==> src/hw/rtl/assert_macros.svh <==
// Assertion macros for the RTL files that check their own logic.
`ifndef ASSERT_MACROS_SVH
`define ASSERT_MACROS_SVH

// An expression that must hold at every clock edge outside reset.
`define ASSERT_ALWAYS(label, clk, rst, expr) \
   label: assert property (@(posedge clk) disable iff (rst) (expr)) \
      else $error("assertion failed: invariant violated");

// A condition whose consequence must hold in the same cycle.
`define ASSERT_SAME(label, clk, rst, ante, cons) \
   label: assert property (@(posedge clk) disable iff (rst) (ante) |-> (cons)) \
      else $error("assertion failed: same-cycle implication violated");

// A condition whose consequence must hold in the next cycle.
`define ASSERT_NEXT(label, clk, rst, ante, cons) \
   label: assert property (@(posedge clk) disable iff (rst) (ante) |=> (cons)) \
      else $error("assertion failed: next-cycle implication violated");

`endif

==> src/hw/rtl/bpdc_pkg.sv <==
// Package with the types and constants of the button press duration classifier.
`timescale 1ns / 1ps

package bpdc_pkg;

   // Field widths.
   localparam int TICK_W = 16;
   localparam int CSR_ADDR_W = 4;
   localparam int CSR_DATA_W = 32;

   // Register reset values.
   localparam logic              PULLED_HIGH_RESET = 1'b0;
   localparam logic [TICK_W-1:0] SHORT_TIME_RESET  = 16'd3000;
   localparam logic [TICK_W-1:0] LONG_TIME_RESET   = 16'd10000;

   // Saturation value of the held tick counter.
   localparam logic [TICK_W-1:0] TICK_MAX = {TICK_W{1'b1}};

   // Register indexes, taken from csr_paddr[3:2].
   typedef enum logic [1:0] {
      REG_PULLED_HIGH = 2'd0,
      REG_SHORT_TIME  = 2'd1,
      REG_LONG_TIME   = 2'd2,
      REG_UNUSED      = 2'd3
   } reg_index_type;

   // Result event codes.
   typedef enum logic [2:0] {
      EV_NONE          = 3'd0,
      EV_SHORT_REACHED = 3'd1,
      EV_LONG_REACHED  = 3'd2,
      EV_REL_PLAIN     = 3'd3,
      EV_REL_SHORT     = 3'd4,
      EV_REL_LONG      = 3'd5
   } event_type;

   // Which hold thresholds have already been announced during a press.
   typedef enum logic [1:0] {
      STAGE_NONE  = 2'd0,
      STAGE_SHORT = 2'd1,
      STAGE_LONG  = 2'd2
   } stage_type;

   // Configuration registers as seen by the classifier core.
   typedef struct packed {
      logic              pulled_high;
      logic [TICK_W-1:0] short_time;
      logic [TICK_W-1:0] long_time;
   } cfg_type;

   // Status of the classifier core, for checking at the top level.
   typedef struct packed {
      logic      pressed;
      logic      held;
      stage_type stage;
   } status_type;

endpackage

==> src/hw/rtl/bpdc_core.sv <==
// Press state and event classification for one tick item.
`timescale 1ns / 1ps

module bpdc_core (
   input  logic                 clock,
   input  logic                 reset,
   input  logic                 item_accept,
   input  logic                 pin_level,
   input  bpdc_pkg::cfg_type    cfg,
   output bpdc_pkg::event_type  event_res,
   output bpdc_pkg::status_type status
);

   logic                        held_ff;
   logic                        held_in;
   logic [bpdc_pkg::TICK_W-1:0] ticks_ff;
   logic [bpdc_pkg::TICK_W-1:0] ticks_in;
   bpdc_pkg::stage_type         stage_ff;
   bpdc_pkg::stage_type         stage_in;

   logic                        pressed;
   logic [bpdc_pkg::TICK_W-1:0] count_next;
   logic                        over_long;
   logic                        over_short;

   // Pressed level follows the pull setting; the count saturates at its maximum.
   assign pressed    = (pin_level != cfg.pulled_high);
   assign count_next = (ticks_ff == bpdc_pkg::TICK_MAX) ? ticks_ff
                                                        : ticks_ff + 1'b1;
   assign over_long  = (count_next > cfg.long_time);
   assign over_short = (count_next > cfg.short_time);

   // Event for the current tick item.
   always_comb begin
      event_res = bpdc_pkg::EV_NONE;
      if (pressed && held_ff) begin
         if (over_long && stage_ff == bpdc_pkg::STAGE_SHORT) begin
            event_res = bpdc_pkg::EV_LONG_REACHED;
         end else if (over_short && stage_ff == bpdc_pkg::STAGE_NONE) begin
            event_res = bpdc_pkg::EV_SHORT_REACHED;
         end
      end else if (!pressed && held_ff) begin
         if (over_long) begin
            event_res = bpdc_pkg::EV_REL_LONG;
         end else if (over_short) begin
            event_res = bpdc_pkg::EV_REL_SHORT;
         end else begin
            event_res = bpdc_pkg::EV_REL_PLAIN;
         end
      end
   end

   // Next press state.
   always_comb begin
      held_in  = held_ff;
      ticks_in = ticks_ff;
      stage_in = stage_ff;
      if (pressed && !held_ff) begin
         // A new press starts: only set up the state.
         held_in  = 1'b1;
         ticks_in = '0;
         stage_in = bpdc_pkg::STAGE_NONE;
      end else if (pressed) begin
         ticks_in = count_next;
         if (event_res == bpdc_pkg::EV_LONG_REACHED) begin
            stage_in = bpdc_pkg::STAGE_LONG;
         end else if (event_res == bpdc_pkg::EV_SHORT_REACHED) begin
            stage_in = bpdc_pkg::STAGE_SHORT;
         end
      end else if (held_ff) begin
         // Release: clear everything.
         held_in  = 1'b0;
         ticks_in = '0;
         stage_in = bpdc_pkg::STAGE_NONE;
      end
   end

   // State registers, updated once per accepted item.
   always_ff @(posedge clock) begin
      if (reset) begin
         held_ff  <= 1'b0;
         ticks_ff <= '0;
         stage_ff <= bpdc_pkg::STAGE_NONE;
      end else if (item_accept) begin
         held_ff  <= held_in;
         ticks_ff <= ticks_in;
         stage_ff <= stage_in;
      end
   end

   assign status.pressed = pressed;
   assign status.held    = held_ff;
   assign status.stage   = stage_ff;

endmodule

==> src/hw/rtl/button_press_duration_classifier.sv <==
// Top level of the button press duration classifier: channels, registers, result stage.
`timescale 1ns / 1ps
`include "assert_macros.svh"

// Usage:
// Each input item on the req_ stream is one millisecond tick carrying the
// sampled pin level in req_tdata[0]. Every item gives exactly one result item
// on the rsp_ stream: an event code in rsp_tdata[2:0] (none, short reached,
// long reached, released plain, released short, released long) and the pin
// level echoed in rsp_tdata[3].
// The classification is combinational in the core logic; the result lands
// in the output register, so rsp_tvalid rises in the cycle after the accept.
// Throughput is one item per cycle: req_tready is high whenever the output
// register is empty or being emptied in the same cycle.
// When the receiver stalls, the result holds in the output register and
// req_tready drops until it is taken; no item is lost or repeated.
// Reset clears the press state and the output register and loads the
// registers with their defaults (pull-down, 3000 and 10000 ticks).
// Registers are written over the csr_ port at byte addresses 0, 4 and 8; the user
// must write them only while the block is idle, which the block does not enforce.
module button_press_duration_classifier (
   input  logic        clock,
   input  logic        reset,
   // Input stream. tdata: [0] pin_level, [7:1] zero.
   input  logic        req_tvalid,
   output logic        req_tready,
   input  logic [7:0]  req_tdata,
   // Result stream. tdata: [2:0] event_res, [3] level_seen, [7:4] zero.
   output logic        rsp_tvalid,
   input  logic        rsp_tready,
   output logic [7:0]  rsp_tdata,
   // Register port.
   input  logic        csr_psel,
   input  logic        csr_penable,
   input  logic        csr_pwrite,
   input  logic [bpdc_pkg::CSR_ADDR_W-1:0] csr_paddr,
   input  logic [bpdc_pkg::CSR_DATA_W-1:0] csr_pwdata,
   output logic [bpdc_pkg::CSR_DATA_W-1:0] csr_prdata,
   output logic        csr_pready
);

   bpdc_pkg::cfg_type     cfg_ff;
   bpdc_pkg::reg_index_type csr_index;
   logic                  csr_write;

   logic                  item_accept;
   bpdc_pkg::event_type   core_event;
   bpdc_pkg::status_type  core_status;

   logic                  rsp_valid_ff;
   bpdc_pkg::event_type   rsp_event_ff;
   logic                  rsp_level_ff;

   // Register port decode.
   assign csr_pready = 1'b1;
   assign csr_index  = bpdc_pkg::reg_index_type'(csr_paddr[3:2]);
   assign csr_write  = csr_psel && csr_penable && csr_pwrite && csr_pready;

   always_ff @(posedge clock) begin
      if (reset) begin
         cfg_ff.pulled_high <= bpdc_pkg::PULLED_HIGH_RESET;
         cfg_ff.short_time  <= bpdc_pkg::SHORT_TIME_RESET;
         cfg_ff.long_time   <= bpdc_pkg::LONG_TIME_RESET;
      end else if (csr_write) begin
         unique case (csr_index)
            bpdc_pkg::REG_PULLED_HIGH: cfg_ff.pulled_high <= csr_pwdata[0];
            bpdc_pkg::REG_SHORT_TIME:
               cfg_ff.short_time <= csr_pwdata[bpdc_pkg::TICK_W-1:0];
            bpdc_pkg::REG_LONG_TIME:
               cfg_ff.long_time  <= csr_pwdata[bpdc_pkg::TICK_W-1:0];
            default: ;
         endcase
      end
   end

   // Register read-back.
   always_comb begin
      csr_prdata = '0;
      unique case (csr_index)
         bpdc_pkg::REG_PULLED_HIGH: csr_prdata[0] = cfg_ff.pulled_high;
         bpdc_pkg::REG_SHORT_TIME:
            csr_prdata[bpdc_pkg::TICK_W-1:0] = cfg_ff.short_time;
         bpdc_pkg::REG_LONG_TIME:
            csr_prdata[bpdc_pkg::TICK_W-1:0] = cfg_ff.long_time;
         default: csr_prdata = '0;
      endcase
   end

   // Accept an item whenever the output register is free or being drained.
   assign req_tready  = !rsp_valid_ff || rsp_tready;
   assign item_accept = req_tvalid && req_tready;

   bpdc_core u_core (
      .clock       (clock),
      .reset       (reset),
      .item_accept (item_accept),
      .pin_level   (req_tdata[0]),
      .cfg         (cfg_ff),
      .event_res   (core_event),
      .status      (core_status)
   );

   // Output register.
   always_ff @(posedge clock) begin
      if (reset) begin
         rsp_valid_ff <= 1'b0;
      end else if (item_accept) begin
         rsp_valid_ff <= 1'b1;
      end else if (rsp_tready) begin
         rsp_valid_ff <= 1'b0;
      end
   end

   always_ff @(posedge clock) begin
      if (item_accept) begin
         rsp_event_ff <= core_event;
         rsp_level_ff <= req_tdata[0];
      end
   end

   assign rsp_tvalid = rsp_valid_ff;
   assign rsp_tdata  = {4'b0000, rsp_level_ff, rsp_event_ff};

   // Checks on the press state and the result stage.
   `ASSERT_SAME(a_idle_stage_clear, clock, reset, !core_status.held,
      core_status.stage == bpdc_pkg::STAGE_NONE)
   `ASSERT_NEXT(a_release_clears, clock, reset,
      item_accept && !core_status.pressed && core_status.held, !core_status.held)
   `ASSERT_NEXT(a_long_after_short, clock, reset,
      item_accept && core_event == bpdc_pkg::EV_LONG_REACHED,
      core_status.stage == bpdc_pkg::STAGE_LONG && $past(core_status.stage)
      == bpdc_pkg::STAGE_SHORT)
   `ASSERT_SAME(a_stall_blocks_input, clock, reset, rsp_valid_ff && !rsp_tready,
      !req_tready)

endmodule

==> config.mk <==
export PLATFORM = sky130hd
export DESIGN_NAME = button_press_duration_classifier
export DESIGN_NICKNAME = d
export VERILOG_FILES = /design/src/hw/rtl/bpdc_pkg.sv /design/src/hw/rtl/bpdc_core.sv /design/src/hw/rtl/button_press_duration_classifier.sv
export VERILOG_INCLUDE_DIRS = /design/src /design/src/hw/rtl
export SDC_FILE = /design/constraint.sdc
export NUM_CORES = 1
export LEC_CHECK = 0
export BUFFER_PORTS_ARGS = -buffer_cell sky130_fd_sc_hd__buf_4
export CORE_ASPECT_RATIO = 0.7
export CORE_MARGIN = 2
export CORE_UTILIZATION = 39
export DETAILED_ROUTE_END_ITERATION = 6
export PLACE_DENSITY = 0.61
export SYNTH_ARGS = -nofsm -noshare
export SYNTH_HDL_FRONTEND = slang
export SYNTH_HIERARCHICAL = 1
export SYNTH_SLANG_ARGS = --single-unit
==> constraint.sdc <==
create_clock -name clock -period 4.3 [get_ports clock]
set_input_delay 0.215 -clock clock [delete_from_list [all_inputs] [get_ports clock]]
set_output_delay 0.215 -clock clock [all_outputs]
set_load 0.01 [all_outputs]
==> run summary <==
Count of TritonRoute iterations in the first routing pass = 6
Ant. Diodes = 0
DRT iter0 DRCs = 249
Num CTS Buffers = 9
Slew Limit Headroom = 39.2%
Status = completed
Share of total power in combinational logic = 9.6%
P per Cell Area = 299 nW/µm²
Root Driver = clkbuf_16
First-pass GRT wire length = 16200 µm
P_int = 1.06 mW
Final hold slack = 0.0793 ns
Min-Delay Path Class = in2reg
Clock Latency Late Sink = 0.33 ns
Hold buffer count at CTS = 0
CP endpoint kind = register
Final core occ = 45.6%
RSZ-0062 raised after global routing = false
Crit Path Class = reg2reg
Die Wd = 126 µm
Final worst-path cycle share = 88.4%
Cell Count, Final, Fillers Out = 651
Setup Skew = 0.00629 ns
Sequential cell area = 1180 µm²
Initial antenna violation count = 0
Die ar. = 11300 µm²
Setup violators final = 0
Die height = 89.7 µm
DRC Markers = 0
Fillers = 1008
Number of global-route vias before repair = 3150
DP Cell Count = 635
Remaining Overflow, GRT = 0
DR WL/cell = 15.1 µm
H-tree Lvls = 3
Area Growth Syn to Fin = 14.5%
Fin Setup TNS = 0 ns
Total power = 1.40 mW
Syn_area_per_cell = 8.50 µm²
Vias per std cell = 5.29
GRT Total Usage = 18.4%
RePlAce Congestion = 0.939
Final hold violations = 0
Sw frac = 24.0%
Buffers on Ports = 47
WL final = 9840 µm
Multi-input gate area = 2530 µm²
Clk sinks = 57
Starting Density = 39.8%
Lkg Pwr = 2.10 nW
Clock share of power = 51.1%
Fin crit period = 3.80 ns
CTS tree = yes
Worst-margin pin slew = 0.913 ns
Vias = 3442
Peak Freq = 263 MHz
Flop pwr share = 39.3%
Worst-path clk slew = 0.05 ns
Placement Rows = 31
Max-cap violations = 0
Clock buffer depth = 2
Worst path arrival time = 3.89 ns
Layout cells sized above 1 = 14.5%
Post-CTS setup buffers = 0
Synth warn = 6
Final slew viol count = 0
IO Count = 94
Core Box Area = 10300 µm²
Mapped Area = 4090 µm²
CP Max Fanout = 8
Syn Inst Count = 481
Fin nets = 603
Post_cts resized = 0
VDD IR max = 0.206 mV
Critical path required time = 4.39 ns
Largest net degree at the start of global routing = 66
Routed Antenna Nets = 0
Switching power of the nets = 0.335 mW
HPWL Detailed = 7410 µm
Startpoint types = register
power by group through the flow:
| stage | Combinational [mW] | Clock (mW) | Sequential, mW |
|---|---|---|---|
| 3_5_place_dp | 0.133 | 0 | 0.560 |
| 2_1_floorplan | 0.0977 | 0 | 0.559 |
| 5_1_grt | 0.149 | 0.758 | 0.550 |
| 6_report | 0.134 | 0.715 | 0.549 |
| 4_1_cts | 0.134 | 0.734 | 0.549 |
| 3_3_place_gp | 0.130 | 0 | 0.560 |
layout make-up:
cell class	count	share of cell area (%)
Clock buffer	11	5.18
Clock inverter	5	1.18
Inverter	35	2.81
Multi-Input combinational cell	361	54.1
Sequential cell	57	25.2
Tap cell	132	3.53
Timing Repair Buffer	50	8.02
worst paths after layout:
kind,slack [ns],startpoint,to,cells past startpoint
setup / recovery,0.50,u_core/ticks_ff[4],rsp_event_ff[2],12
hold / removal,0.08,req_tdata[0],rsp_level_ff,1
setup reg to reg,0.50,u_core/ticks_ff[4],rsp_event_ff[2],12
hold reg to reg,0.48,cfg_ff[11],cfg_ff[11],2
through the flow:
stage / worst slack (ns) / area [µm²]
5_1_grt: 0.248 / 4680
3_5_place_dp: 0.547 / 4380
6_report: 0.499 / 4680
4_1_cts: 0.526 / 4680
2_1_floorplan: 1.03 / 4160
3_3_place_gp: 0.655 / 4380
state kept, by name (all words and copies together), names as in the netlist:
register,cells
rsp_event_ff,3
rsp_tvalid,1
cfg_ff,33
rsp_level_ff,1
u_core/held_ff,1
u_core/ticks_ff,16
u_core/stage_ff,2
cells in the final DEF (no fill, tap or decap), types with 3 or more instances in the layout:
| master | instances |
|---|---|
| dfxtp_1 | 53 |
| buf_4 | 50 |
| nor2_1 | 42 |
| nand2b_1 | 41 |
| ha_1 | 38 |
| inv_1 | 35 |
| mux2i_1 | 34 |
| a21oi_1 | 24 |
| conb_1 | 21 |
| nor2b_1 | 18 |
| nand4_1 | 16 |
| a22oi_1 | 15 |
| nand2_1 | 15 |
| nand3_1 | 11 |
| clkbuf_16 | 9 |
| a31oi_1 | 7 |
| o21ai_0 | 6 |
| xnor2_1 | 5 |
| and3_1 | 5 |
| xor2_1 | 5 |
| edfxtp_1 | 4 |
| nor3_1 | 4 |
| o21a_1 | 4 |
| a21o_1 | 4 |
| o31ai_1 | 4 |
| and4_1 | 3 |
| a22o_1 | 3 |
per-layer routing:
metal  up-vias  track usage, %  part of all wire, %
met5         -               0                    0
met4         0            5.69                  1.0
met3         9            4.44                  6.2
met2       113            27.4                   41
met1      1593            26.5                   52
li1       1727               -                    -
worst max-delay path: stages (launching register included):
cell and delay (ns):
dfxtp_1 0.37, and4_1 0.28, and4_2 0.28, a21oi_1 0.48
nand4_1 0.22, xnor2_1 0.31, ha_1 0.29, nand2_1 0.09
o21ai_0 0.17, a221o_1 0.34, o31a_1 0.39, nand2b_1 0.19
nor2b_1 0.13
Power figures use the tool's default switching activity.
